### config.mk
export PLATFORM = sky130hd
export DESIGN_NAME = mos_cell
export DESIGN_NICKNAME = d
export VERILOG_FILES = /design/src/rtl/core/median_of_set_core_macros.svh /design/src/rtl/core/mos_pkg.sv /design/src/rtl/core/mos_cell.sv
export SDC_FILE = /design/constraint.sdc
export NUM_CORES = 1
export LEC_CHECK = 0
export ABC_AREA = 1
export ABC_CLOCK_PERIOD_IN_PS = 4500
export BUFFER_PORTS_ARGS = -buffer_cell sky130_fd_sc_hd__buf_2
export CAP_MARGIN = 5
export CORE_ASPECT_RATIO = 1.75
export CORE_UTILIZATION = 45
export CTS_CLUSTER_DIAMETER = 120
export CTS_CLUSTER_SIZE = 28
export DETAILED_ROUTE_END_ITERATION = 16
export PLACE_DENSITY = 0.83
export SLEW_MARGIN = 40
export SYNTH_ARGS = -nofsm -noshare
export SYNTH_HDL_FRONTEND = slang
export SYNTH_SLANG_ARGS = --single-unit
### constraint.sdc
create_clock -name clk -period 4.5 [get_ports clk]
set_input_delay 0.9 -clock clk [delete_from_list [all_inputs] [get_ports clk]]
set_output_delay 0.9 -clock clk [all_outputs]
set_load 0.005 [all_outputs]
### src/rtl/core/median_of_set_core_macros.svh
// ----------------------------------------------------------------------------
// Median of set: assertion macros
// Shared concurrent assertion forms, removed when NO_ASSERTIONS is defined.
// ----------------------------------------------------------------------------
`ifndef MEDIAN_OF_SET_CORE_MACROS_SVH
`define MEDIAN_OF_SET_CORE_MACROS_SVH
`ifndef NO_ASSERTIONS
`define MOS_ASSERT_IMPL(label, clk, rst_n, ante, cons) \
  label: assert property (@(posedge clk) disable iff (!rst_n) (ante) |-> (cons)) \
    else $error("median_of_set: assertion failed");
`define MOS_ASSERT_NEXT(label, clk, rst_n, ante, cons) \
  label: assert property (@(posedge clk) disable iff (!rst_n) (ante) |=> (cons)) \
    else $error("median_of_set: assertion failed");
`else
`define MOS_ASSERT_IMPL(label, clk, rst_n, ante, cons)
`define MOS_ASSERT_NEXT(label, clk, rst_n, ante, cons)
`endif
`endif

### src/rtl/core/mos_pkg.sv
// ----------------------------------------------------------------------------
// Median of set: package
// Widths, sizes and shared types of the sorting chain.
// ----------------------------------------------------------------------------
`default_nettype none

package mos_pkg;

  localparam int SAMPLE_W  = 32;
  localparam int MAX_ITEMS = 64;
  localparam int CNT_W     = $clog2(MAX_ITEMS + 1);

  typedef logic signed [SAMPLE_W-1:0] sample_t;
  typedef logic [CNT_W-1:0]           cnt_t;

  typedef struct packed {
    logic    ins_en;
    logic    shift_en;
    sample_t sample;
  } mos_ctrl_t;

endpackage

`default_nettype wire

### src/rtl/core/mos_cell.sv
// ----------------------------------------------------------------------------
// Median of set: sorter cell
// One entry of the insertion chain; takes the broadcast sample, its left
// neighbor's entry when shifting up, or its right neighbor's when reading out.
// ----------------------------------------------------------------------------
`default_nettype none

module mos_cell import mos_pkg::*; (
  input  wire            clk,
  input  wire mos_ctrl_t ctrl,
  input  wire            occ,
  input  wire            left_ins,
  input  wire sample_t   left_val,
  input  wire sample_t   right_val,
  output logic           ins,
  output sample_t        val
);

  sample_t val_r;
  sample_t val_nxt;

  assign ins = !occ || (val_r > ctrl.sample);
  assign val = val_r;

  always_comb begin
    val_nxt = val_r;
    if (ctrl.shift_en) begin
      val_nxt = right_val;
    end else if (ctrl.ins_en) begin
      if (left_ins) begin
        val_nxt = left_val;
      end else if (ins) begin
        val_nxt = ctrl.sample;
      end
    end
  end

  always_ff @(posedge clk) begin
    val_r <= val_nxt;
  end

endmodule

`default_nettype wire

== Word level (Yosys, flattened, before mapping) ==
Index checks and enable logic that the tools add are counted.
Storage, ports and cells
  bits in registers: 32
  input port bits: 101
Cells by class
  reductions and logical operators: 5
  muxes and demuxes: 4
  $lt $le $gt $ge: 1
Operator list (count)
  32-bit 2-to-1 mux: 4
  32-bit greater-than comparator: 1
  3-bit nonzero test: 1
  2-bit AND reduction: 1
  2-bit nonzero test: 1
  1-bit logical NOT: 1
  1-bit logical OR: 1

== Logic depth before layout (Yosys ltp) ==
Gate-level depths: netlist of run 1.
  depth after elaboration: 6
  mapped depth: 18
  mapped depth without buffers: 18

== Worst setup path after synthesis of run 1 ==
OpenSTA, ideal clock, no wires.
  path kind: in2reg
  start: in ctrl[23] in the netlist's numbering
  end: reg val_r[0], in the netlist val[0] (enable)
  setup slack: 1.484 ns
  buffers on the path: 0
  arrival: 2.629 ns
  library setup time: 0.387 ns
  stages: 12
  cells stage by stage: inv_1 > ha_1 > nand2_1 > nor2_1 > nand2_1 > nor3b_2 > nand2_1 > nand3_1 > nand3_2 > nand3_2 > nand2_1 > inv_1
Between the ends
  longest elaborated chain between the ends: 4
RTL lines
  from (decl): RTL line mos_cell.sv:10  | input wire mos_ctrl_t ctrl,
  32-bit greater-than comparator: RTL line mos_cell.sv:22  | assign ins = !occ || (val_r > ctrl.sample);
  1-bit logical OR: RTL line mos_cell.sv:22
  3-bit nonzero test (no source line)
  2-bit AND reduction (no source line)
  to (signal assigned): RTL line mos_cell.sv:39  | val_r <= val_nxt;
  to (decl): RTL line mos_cell.sv:19  | sample_t val_r;
Every way passes these cells.
A chain may end at the register's enable or synchronous reset.

== Final worst setup path of run 1 ==
  start: in ctrl[31] in the netlist's numbering
  end: out ins
Between the ends
  longest elaborated chain between the ends: 2
RTL lines
  32-bit greater-than comparator: RTL line mos_cell.sv:22
  1-bit logical OR: RTL line mos_cell.sv:22
  to (decl): RTL line mos_cell.sv:15  | output logic ins,
Every way passes these cells.

==> impl_metrics.py, run 1 <==
metrics = {
    "outcome": {
        "run_status": "complete, no violations",
    },
    "floorplanning": {
        "floorplan.io_pins": 134,
        "die_width_um": 58.9,
        "placeableCoreArea_um2": 5340,
        "placementRows": 35,
        "chipHeight_um": 102,
        "die_area_um2": 5980,
        "effective_utilization_at_floorplan": 0.477,
    },
    "sta": {
        "clock_skew_ns": 0.00707,
        "finalWorstPathRequiredPeriod_ns": 3.20,
        "rsz0062_at_grt": "no",
        "maxSlewViolCount": 0,
        "fin_tns_setup_ns": 0,
        "tightestPinTransition_ns": 0.548,
        "layout_worst_path_cycle_share": 0.710,
        "final_number_of_hold_violating_endpoints": 0,
        "slew-limit-headroom": 0.635,
        "setup-violations-final": 0,
        "maxClockFrequency_ghz": 0.313,
    },
    "cts": {
        "cts-root-to-sink-buffers": 2,
        "cts_root_buffer": "sky130_fd_sc_hd__clkbuf_8",
        "clock_latency_ns": 0.28,
        "cts_resized": 0,
        "postCtsSetupBuffers": 0,
        "tritoncts": "done",
        "cts_made_buffers": 5,
        "worst_setup_hold_path_clk_slew_ns": 0.07,
        "postCtsHoldBufs": 0,
        "htree_num_levels": 2,
        "clock_sinks": 32,
    },
    "grt": {
        "initial_antenna_violation_count": 0,
        "first_global_vias": 2577,
        "grt_start_max_net_pins": 33,
        "grt_first_pass_wirelength_um": 10600,
        "global_route.overflow_total": 0,
        "track_usage": 0.232,
    },
    "critical_path": {
        "cp-end-kind": "primary output",
        "worst-endpoint-arrival_ns": 2.30,
        "critPathTopFamily": "simple AND/OR/NAND/NOR gates",
        "path_max_fanout": 4,
        "critPathSlowestCell": "sky130_fd_sc_hd__ha_1",
        "timing.critical_path.cells": "buf_2, inv_1, ha_1, nand2_1, nor2_2, nand2_2, nor3b_2, nand2_1, nand2_1, nand2_1, nand3_2, nand2_1, buf_2",
        "crit_path_max_incr_delay_ns": 0.34,
        "cp_num_cells": 13,
        "path_buf_inv": 3,
        "critical_path.startpoint_type": "input pin",
        "critical_path_required_ns": 3.60,
        "cp_common_cell": "sky130_fd_sc_hd__nand2_1",
        "timing.reg2reg.worst_path_depth": 12,
        "criticalPathCategory": "in -> out",
    },
    "pwr": {
        "finalPower_w": 0.000857,
        "comb_power_share": 0.308,
        "share_clk_of_total_power": 0.241,
        "power_report.internal_total_w": 0.000600,
        "power_switching_w": 0.000257,
        "pwr-share-seq": 0.451,
        "worst_ir_drop_vdd_mv": 0.194,
        "swShare": 0.300,
        "power.density_nw_per_um2": 255,
        "power.static_leakage_nw": 1.72,
    },
    "yosys": {
        "synth.distinct_cells": 20,
        "yosysTopAreaCellShare": 0.377,
        "synth_largest_area_cell": "sky130_fd_sc_hd__edfxtp_1",
        "synth_warnings": 0,
        "netlist_instances": 302,
        "sequential_area_share_after_synthesis": 0.377,
        "synth_top_cells_by_area": "sky130_fd_sc_hd__edfxtp_1, sky130_fd_sc_hd__ha_1, sky130_fd_sc_hd__nand2_1, sky130_fd_sc_hd__o21a_1, sky130_fd_sc_hd__o211ai_1",
        "mappedNetlistNets": 435,
        "synth.ff_latch_count": 32,
        "synth_area_um2": 2550,
        "syn_area_per_cell_um2": 8.44,
    },
    "placed_design": {
        "port_buffers": 133,
        "place_hpwl_um": 5410,
        "placed_cell_area_um2": 3280,
        "gpl.final_weighted_congestion": 0.852,
    },
    "route": {
        "post_drt_wl_per_cell_um": 13.2,
        "drt-pass1-iter-count": 4,
        "drt_first_iter_violations": 102,
        "detail_route.wirelength_um": 6690,
        "dr_total_vias": 2563,
        "postRouteAntennaNets": 0,
        "post_drt_via_cell_ratio": 5.07,
        "route.detailed.drc": 0,
    },
    "cells_and_area": {
        "post_route_cells_drive_above_1_share": 0.345,
        "nets": 565,
        "stdcell_area_um2": 3360,
        "area_delta_synth_final_pct": 31.7,
        "largest_reg_flops": 32,
        "layout_common_cells": "sky130_fd_sc_hd__buf_2, sky130_fd_sc_hd__nand2_1, sky130_fd_sc_hd__inv_1",
        "antennaDiodeCount": 0,
        "layout.cells.most_common": "sky130_fd_sc_hd__buf_2",
        "final_core_utilization": 0.628,
    },
    "worst_hold_path": {
        "hold_path_depth": 2,
        "timing.hold.worst.class": "in -> reg",
    },
    "run": {
        "maxCapViolations": 0,
    },
}
-- worst register-to-register path, cell delays in order (launching register included) --
cell,delay [ns]
sky130_fd_sc_hd__edfxtp_1,0.40
sky130_fd_sc_hd__ha_1,0.36
sky130_fd_sc_hd__nand2_1,0.10
sky130_fd_sc_hd__nor2_2,0.15
sky130_fd_sc_hd__nand2_2,0.10
sky130_fd_sc_hd__nor3b_2,0.16
sky130_fd_sc_hd__nand2_1,0.09
sky130_fd_sc_hd__nand3_1,0.09
sky130_fd_sc_hd__nand3_2,0.09
sky130_fd_sc_hd__nand3_2,0.06
sky130_fd_sc_hd__nand2_1,0.05
sky130_fd_sc_hd__inv_1,0.05
sky130_fd_sc_hd__buf_4,0.38
-- power by group through the flow --
stage          logic, W  clock network, W  registers, W
6_report       0.000264          0.000206      0.000387
2_1_floorplan  0.000148                 0      0.000394
3_5_place_dp   0.000265                 0      0.000393
4_1_cts        0.000266          0.000213      0.000387
5_1_grt        0.000302          0.000222      0.000390
3_3_place_gp   0.000255                 0      0.000391
-- layout make-up --
class	instances	area, um^2
clock inverters	1	5.00
clock buffers	6	72.6
fillers	487	1990
repair buffers	136	688
well taps	74	92.6
flip-flops and latches	32	961
inverters	45	169
multi-input cells	212	1370
-- worst paths after layout --
| check | from | end | slack (ns) |
|---|---|---|---|
| worst max register to register | val[31]$_DFFE_PP_ | val[24]$_DFFE_PP_ | 2.07 |
| worst min-delay path | right_val[6] | val[6]$_DFFE_PP_ | 0.89 |
| worst min register to register | val[31]$_DFFE_PP_ | val[0]$_DFFE_PP_ | 1.37 |
| worst max-delay path | ctrl[31] | ins | 1.30 |
-- cells in the mapped netlist --
master / instances
sky130_fd_sc_hd__o211ai_1: 29
sky130_fd_sc_hd__nand2_1: 73
sky130_fd_sc_hd__o21a_1: 31
sky130_fd_sc_hd__inv_1: 44
sky130_fd_sc_hd__clkinv_1: 1
sky130_fd_sc_hd__buf_2: 1
sky130_fd_sc_hd__nand4_1: 1
sky130_fd_sc_hd__or2_2: 1
sky130_fd_sc_hd__nor2_2: 1
sky130_fd_sc_hd__nand2_2: 1
sky130_fd_sc_hd__a21oi_1: 20
sky130_fd_sc_hd__nor2_1: 14
sky130_fd_sc_hd__nand3_2: 2
sky130_fd_sc_hd__clkbuf_1: 12
sky130_fd_sc_hd__nand3_1: 3
sky130_fd_sc_hd__o21ai_0: 2
sky130_fd_sc_hd__ha_1: 32
sky130_fd_sc_hd__a21o_1: 1
sky130_fd_sc_hd__nor3b_2: 1
sky130_fd_sc_hd__edfxtp_1: 32
-- layer usage --
layer	wire [um]	vias up	part of all wire	track usage
li1	-	1291	-	-
met2	3740	85	0.56	0.440
met3	290	16	0.043	0.0345
met4	185	0	0.028	0.0971
met5	0	-	0	0
met1	2470	1171	0.37	0.246
-- kinds of logic after synthesis --
kind of cell / after synthesis / synth area share
AND/OR/NAND/NOR: 97 / 0.157
AO/OA/AOI/OAI: 83 / 0.223
buffers and inverters: 58 / 0.0859
adder cells (fa/ha/maj): 32 / 0.157
flip-flops: 32 / 0.377
-- per-stage QoR --
step	setup WS [ns]	cells	hold WS, ns
after CTS	1.28	506	0.882
after floorplan	1.48	302	1.09
after global routing	1.10	506	0.876
after global placement	1.31	499	1.17
final	1.30	506	0.890
after detailed placement	1.29	499	1.18
Power figures use the tool's default switching activity.
==> run 2: changes to the inputs <==
--- a/config.mk
+++ b/config.mk
@@ -5,16 +5,16 @@
 export SDC_FILE = /design/constraint.sdc
 export NUM_CORES = 1
 export LEC_CHECK = 0
-export ABC_AREA = 1
-export ABC_CLOCK_PERIOD_IN_PS = 4500
+export ABC_AREA = 0
+export ABC_CLOCK_PERIOD_IN_PS = 2750
 export BUFFER_PORTS_ARGS = -buffer_cell sky130_fd_sc_hd__buf_2
 export CAP_MARGIN = 5
 export CORE_ASPECT_RATIO = 1.75
-export CORE_UTILIZATION = 45
+export CORE_UTILIZATION = 41
 export CTS_CLUSTER_DIAMETER = 120
 export CTS_CLUSTER_SIZE = 28
 export DETAILED_ROUTE_END_ITERATION = 16
-export PLACE_DENSITY = 0.83
+export PLACE_DENSITY = 0.8
 export SLEW_MARGIN = 40
 export SYNTH_ARGS = -nofsm -noshare
 export SYNTH_HDL_FRONTEND = slang
==> constraint.sdc (replaced) <==
create_clock -name clk -period 2.75 [get_ports clk]
set_input_delay 0.55 -clock clk [delete_from_list [all_inputs] [get_ports clk]]
set_output_delay 0.55 -clock clk [all_outputs]
set_load 0.005 [all_outputs]
==> impl_metrics.py, run 2 <==
metrics = {
    "outcome": {
        "run_status": "complete, no violations",
    },
    "cts": {
        "clock_sinks": 32,
        "cts-root-to-sink-buffers": 2,
        "cts_root_buffer": "sky130_fd_sc_hd__clkbuf_8",
        "cts_made_buffers": 5,
        "clock_latency_ns": 0.28,
        "tritoncts": "done",
        "worst_setup_hold_path_clk_slew_ns": 0.07,
        "htree_num_levels": 2,
    },
    "critical_path": {
        "critical_path_required_ns": 2.20,
        "worst_r2r_startpoint": "val[18]$_DFFE_PP_",
        "cp-end-kind": "primary output",
        "worst-endpoint-arrival_ns": 2.16,
        "critPathSlowestCell": "sky130_fd_sc_hd__or4_4",
        "crit_start": "val[18]$_DFFE_PP_",
        "worst-r2r-setup-slack_ns": 0.20,
        "timing.reg2reg.worst_path_depth": 6,
        "timing.critical_path.cells": "ha_4, nand4_1, or4_4, nor3_2, o31a_2, buf_6",
        "path_buf_inv": 1,
        "critical_path.startpoint_type": "flop",
        "path_max_fanout": 3,
        "timing.rr.end": "val[30]$_DFFE_PP_",
        "criticalPathCategory": "reg -> out",
        "critPathTopFamily": "simple AND/OR/NAND/NOR gates",
        "crit_path_max_incr_delay_ns": 0.58,
    },
    "yosys": {
        "sequential_area_share_after_synthesis": 0.391,
        "netlist_instances": 259,
        "post-synth-top-count-cell": "sky130_fd_sc_hd__nand2_1",
        "synth_warnings": 0,
        "synth_top_cells_by_area": "sky130_fd_sc_hd__edfxtp_1, sky130_fd_sc_hd__ha_1, sky130_fd_sc_hd__mux2i_1, sky130_fd_sc_hd__o21ai_0, sky130_fd_sc_hd__nand2_1",
        "synth_common_cells": "sky130_fd_sc_hd__nand2_1, sky130_fd_sc_hd__o21ai_0, sky130_fd_sc_hd__inv_1",
        "syn_area_per_cell_um2": 9.48,
        "synth_largest_area_cell": "sky130_fd_sc_hd__edfxtp_1",
        "synthArstFlopShare": 0,
        "synth.ff_latch_count": 32,
        "number_of_enable_type_register_cells_in_the_synthesized_netlist": 32,
        "mappedNetlistNets": 392,
        "synth_area_um2": 2450,
        "ys_dominant_reg_cell": "sky130_fd_sc_hd__edfxtp_1",
        "synth.distinct_cells": 27,
        "yosysTopAreaCellShare": 0.391,
    },
    "worst_hold_path": {
        "holdCritStartpoint": "right_val[8]",
        "min_to": "val[8]$_DFFE_PP_",
        "hold_path_depth": 3,
        "timing.hold.worst.class": "in -> reg",
    },
    "floorplanning": {
        "effective_utilization_at_floorplan": 0.421,
        "floorplan.io_pins": 134,
        "chipHeight_um": 104,
        "die_width_um": 60.5,
        "placementRows": 37,
        "die_area_um2": 6310,
        "placeableCoreArea_um2": 5830,
    },
    "sta": {
        "maxSlewViolCount": 0,
        "setup-violations-final": 0,
        "rsz0062_at_grt": "yes",
        "maxClockFrequency_ghz": 0.369,
        "clock_skew_ns": 0.00572,
        "hold_ws_ns": 0.549,
        "finalWorstPathRequiredPeriod_ns": 2.71,
        "tightestPinTransition_ns": 0.442,
        "layout_worst_path_cycle_share": 0.985,
        "slew-limit-headroom": 0.705,
        "final_number_of_hold_violating_endpoints": 0,
    },
    "grt": {
        "grt_util_met3": 0.0286,
        "grt_most_used_layer": "met2",
        "grtUsageMet2": 0.393,
        "global_route.overflow_total": 0,
        "grt_first_pass_wirelength_um": 10100,
        "initial_antenna_violation_count": 0,
        "first_global_vias": 2477,
        "grt.met1_usage": 0.210,
        "track_usage": 0.209,
        "grt_start_max_net_pins": 53,
    },
    "route": {
        "drt_first_iter_violations": 71,
        "postRouteAntennaNets": 0,
        "route.detailed.drc": 0,
        "detail_route.wirelength_um": 6490,
        "dr_total_vias": 2426,
        "drt-pass1-iter-count": 4,
        "post_drt_wl_per_cell_um": 13.4,
        "post_drt_via_cell_ratio": 5.02,
    },
    "pwr": {
        "power.density_nw_per_um2": 410,
        "finalPower_w": 0.00145,
        "worst_ir_drop_vdd_mv": 0.276,
        "power.static_leakage_nw": 1.80,
    },
    "cells_and_area": {
        "layout_common_cells": "sky130_fd_sc_hd__buf_2, sky130_fd_sc_hd__nand2_1, sky130_fd_sc_hd__o21ai_0",
        "area_delta_synth_final_pct": 43.9,
        "post_route_cells_drive_above_1_share": 0.425,
        "layout.cells.most_common": "sky130_fd_sc_hd__buf_2",
        "largest_reg_flops": 32,
        "antennaDiodeCount": 0,
        "nets": 537,
        "stdcell_count": 483,
    },
    "placed_design": {
        "port_buffers": 133,
        "numPlacedInstances": 470,
        "gpl.final_weighted_congestion": 0.763,
        "place_hpwl_um": 5190,
    },
    "run": {
        "maxCapViolations": 0,
    },
}
run 2: worst max-delay path by stage:
| stage | endpoint | cells past startpoint |
|---|---|---|
| after floorplan | val[0]$_DFFE_PP_ | 8 |
| after global placement | val[10]$_DFFE_PP_ | 9 |
| after detailed placement | val[0]$_DFFE_PP_ | 8 |
| after CTS | ins | 7 |
| after global routing | ins | 6 |
| final | ins | 6 |
run 2: what timing repair did:
| item | 4_1_cts | 5_1_grt |
|---|---|---|
| setup endpoints to repair | 1 | 1 |
| pin swaps | 0 | 5 |
| setup buffers | 0 | 5 |
| resized for setup | 2 | 12 |
| hold buffers | 0 | 0 |
| hold endpoints to repair | 0 | 0 |
run 2: stage by stage:
| step | instance area (um^2) | setup slack [ns] | setup TNS, ns | utilization |
|---|---|---|---|---|
| final | 3530 | 0.0415 | 0 | 0.606 |
| after global routing | 3530 | -0.0602 | -0.0602 | 0.606 |
| after CTS | 3370 | 0.00220 | 0 | 0.577 |
| after detailed placement | 3280 | -0.124 | -3.95 | 0.562 |
| after global placement | 3280 | -0.0425 | -1.33 | 0.562 |
| after floorplan | 2460 | 0.199 | 0 | - |
run 2: logic make-up (layout without fill, tap and decap cells):
group                      Yosys count  in the layout  synth area share
DFF                                 32             32             0.391
and+or+nand+nor                     62             62             0.118
buffers and inverters               44            190            0.0688
muxes                               32             32             0.130
AOI/OAI and AO/OA                   57             57             0.128
adders and majority gates           32             32             0.163
run 2: layout make-up:
| cell class | count | area (um^2) |
|---|---|---|
| multi-input cells | 183 | 1470 |
| clock buffers | 7 | 76.3 |
| well taps | 78 | 97.6 |
| inverters | 33 | 124 |
| fillers | 538 | 2300 |
| repair buffers | 149 | 805 |
| clock inverters | 1 | 3.75 |
| flip-flops and latches | 32 | 961 |
run 2: layer usage:
metal	share of wire	vias up
met4	0.028	0
met1	0.36	1108
met2	0.57	82
li1	-	1222
met5	0	-
met3	0.041	14
run 2: power breakdown:
group          internal, W  leakage [nW]  switching [W]
combinational     0.000243          1.43       0.000223
sequential        0.000606         0.330      0.0000357
clock             0.000176        0.0399       0.000166
total              0.00102          1.80       0.000425
run 2: worst reg2reg max path: stages (launching register included):
cell                       delay [ns]
sky130_fd_sc_hd__edfxtp_1        0.45
sky130_fd_sc_hd__ha_4            0.30
sky130_fd_sc_hd__nand4_1         0.10
sky130_fd_sc_hd__or4_4           0.58
sky130_fd_sc_hd__nor3_2          0.17
sky130_fd_sc_hd__o31a_2          0.18
sky130_fd_sc_hd__o31a_4          0.42
==> run 3: changes to the inputs <==
--- a/config.mk
+++ b/config.mk
@@ -6,7 +6,7 @@
 export NUM_CORES = 1
 export LEC_CHECK = 0
 export ABC_AREA = 0
-export ABC_CLOCK_PERIOD_IN_PS = 2750
+export ABC_CLOCK_PERIOD_IN_PS = 2200
 export BUFFER_PORTS_ARGS = -buffer_cell sky130_fd_sc_hd__buf_2
 export CAP_MARGIN = 5
 export CORE_ASPECT_RATIO = 1.75
==> constraint.sdc (replaced) <==
create_clock -name clk -period 2.2 [get_ports clk]
set_input_delay 0.44 -clock clk [delete_from_list [all_inputs] [get_ports clk]]
set_output_delay 0.44 -clock clk [all_outputs]
set_load 0.005 [all_outputs]
==> impl_metrics.py, run 3 (synthesis results as in run 2) <==
metrics = {
    "outcome": {
        "run_status": "finished, violations left",
        "violations_in_the_final_reports": "negative setup slack",
    },
    "route": {
        "drt-pass1-iter-count": 6,
        "post_drt_via_cell_ratio": 5.10,
        "dr_total_vias": 2512,
        "drt_first_iter_violations": 73,
        "post_drt_wl_per_cell_um": 14.4,
        "detail_route.wirelength_um": 7100,
        "route.detailed.drc": 0,
        "postRouteAntennaNets": 0,
    },
    "cells_and_area": {
        "final_core_utilization": 0.631,
        "nets": 550,
        "antennaDiodeCount": 0,
        "post_route_cells_drive_above_1_share": 0.472,
        "layout.cells.most_common": "sky130_fd_sc_hd__buf_2",
        "largest_reg_flops": 32,
        "layout_common_cells": "sky130_fd_sc_hd__buf_2, sky130_fd_sc_hd__nand2_1, sky130_fd_sc_hd__o21ai_0",
        "area_delta_synth_final_pct": 49.8,
    },
    "grt": {
        "grtUsageMet2": 0.451,
        "initial_antenna_violation_count": 0,
        "grt_most_used_layer": "met2",
        "first_global_vias": 2632,
        "grt_util_met3": 0.0348,
        "global_route.overflow_total": 0,
        "grt_first_pass_wirelength_um": 11000,
        "grt.met1_usage": 0.219,
        "track_usage": 0.230,
        "grt_start_max_net_pins": 39,
    },
    "critical_path": {
        "path_max_fanout": 3,
        "worst-r2r-setup-slack_ns": -0.39,
        "critPathTopFamily": "simple AND/OR/NAND/NOR gates",
        "critical_path_required_ns": 1.76,
        "criticalPathCategory": "reg -> out",
        "critical_path.startpoint_type": "flop",
        "crit_path_max_incr_delay_ns": 0.61,
        "cp-end-kind": "primary output",
        "timing.critical_path.cells": "ha_1, nand4_1, or4_4, nor3_4, o31a_2, buf_6",
        "critPathSlowestCell": "sky130_fd_sc_hd__or4_4",
        "worst-endpoint-arrival_ns": 2.21,
        "path_buf_inv": 1,
    },
    "floorplanning": {
        "placeableCoreArea_um2": 5830,
        "effective_utilization_at_floorplan": 0.421,
        "floorplan.io_pins": 134,
        "die_area_um2": 6310,
        "placementRows": 37,
        "die_width_um": 60.5,
        "chipHeight_um": 104,
    },
    "placed_design": {
        "place_hpwl_um": 5500,
        "port_buffers": 133,
        "gpl.final_weighted_congestion": 0.776,
    },
    "sta": {
        "maxSlewViolCount": 0,
        "rsz0062_at_grt": "yes",
        "fin_tns_setup_ns": -11.79,
        "layout_worst_path_cycle_share": 1.20,
        "tightestPinTransition_ns": 0.334,
        "slew-limit-headroom": 0.777,
        "setup_ws_post_layout_ns": -0.445,
        "final_number_of_hold_violating_endpoints": 0,
        "setup-violations-final": 33,
        "maxClockFrequency_ghz": 0.378,
        "finalWorstPathRequiredPeriod_ns": 2.65,
        "clock_skew_ns": 0.00397,
    },
    "cts": {
        "cts_made_buffers": 5,
        "htree_num_levels": 2,
        "clock_latency_ns": 0.28,
        "postCtsHoldBufs": 0,
        "worst_setup_hold_path_clk_slew_ns": 0.06,
        "cts_root_buffer": "sky130_fd_sc_hd__clkbuf_8",
        "tritoncts": "done",
        "clock_sinks": 32,
        "cts-root-to-sink-buffers": 2,
    },
    "pwr": {
        "worst_ir_drop_vdd_mv": 0.362,
        "power.density_nw_per_um2": 503,
        "power.static_leakage_nw": 1.88,
        "finalPower_w": 0.00185,
    },
    "run": {
        "maxCapViolations": 0,
    },
    "worst_hold_path": {
        "timing.hold.worst.class": "in -> reg",
    },
}
run 3: cell count changes in the layout (fill, tap and decap cells not counted), sizes merged:
cell and change:
buf +10, clkbuf -2, clkinv -1, o31a +3
run 3: worst register-to-register path: stages (launching register included):
cell,delay (ns)
sky130_fd_sc_hd__edfxtp_1,0.40
sky130_fd_sc_hd__ha_1,0.31
sky130_fd_sc_hd__nand4_1,0.14
sky130_fd_sc_hd__or4_4,0.61
sky130_fd_sc_hd__o21ai_2,0.13
sky130_fd_sc_hd__nand2_1,0.06
sky130_fd_sc_hd__o31a_2,0.13
sky130_fd_sc_hd__buf_4,0.17
sky130_fd_sc_hd__o31a_4,0.39
run 3: path summary, 6_finish.rpt:
check | startpoint | depth (start not counted) | endpoint
max | val[17]$_DFFE_PP_ | 6 | ins
min | right_val[5] | 3 | val[5]$_DFFE_PP_
min reg2reg | val[27]$_DFFE_PP_ | 6 | val[31]$_DFFE_PP_
max reg2reg | val[17]$_DFFE_PP_ | 8 | val[18]$_DFFE_PP_
run 3: per-stage QoR:
| stage | worst slack, ns | area, um^2 | hold WS [ns] | instances |
|---|---|---|---|---|
| floorplan | -0.209 | 2570 | 0.627 | 259 |
| global placement | -0.537 | 3430 | 0.719 | 478 |
| detailed placement | -0.574 | 3430 | 0.724 | 478 |
| CTS | -0.404 | 3640 | 0.430 | 491 |
| global route | -0.542 | 3680 | 0.440 | 493 |
| finish | -0.445 | 3680 | 0.434 | 493 |
run 3: power breakdown:
part,leakage [nW],internal [W],switching (W)
registers,0.330,0.000757,0.0000480
clock network,0.0359,0.000204,0.000204
logic,1.52,0.000339,0.000300
total,1.88,0.00130,0.000552
run 3: area by class of cell:
class | instances | area, um^2
Clock buffer | 5 | 68.8
Fill cell | 538 | 2150
Inverter | 33 | 126
Multi-Input combinational cell | 186 | 1560
Sequential cell | 32 | 961
Tap cell | 78 | 97.6
Timing Repair Buffer | 159 | 867
run 3: metal layers:
layer | wire length [um] | vias up
met5 | 0 | -
met4 | 150 | 0
met3 | 321 | 12
met2 | 4190 | 87
met1 | 2450 | 1161
li1 | - | 1252
run 3: what timing repair did:
action	4_1_cts	5_1_grt
pin swaps	9	11
gates resized for setup	9	3
cloned	2	1
setup endpoints to repair	33	33
setup buffers	6	1
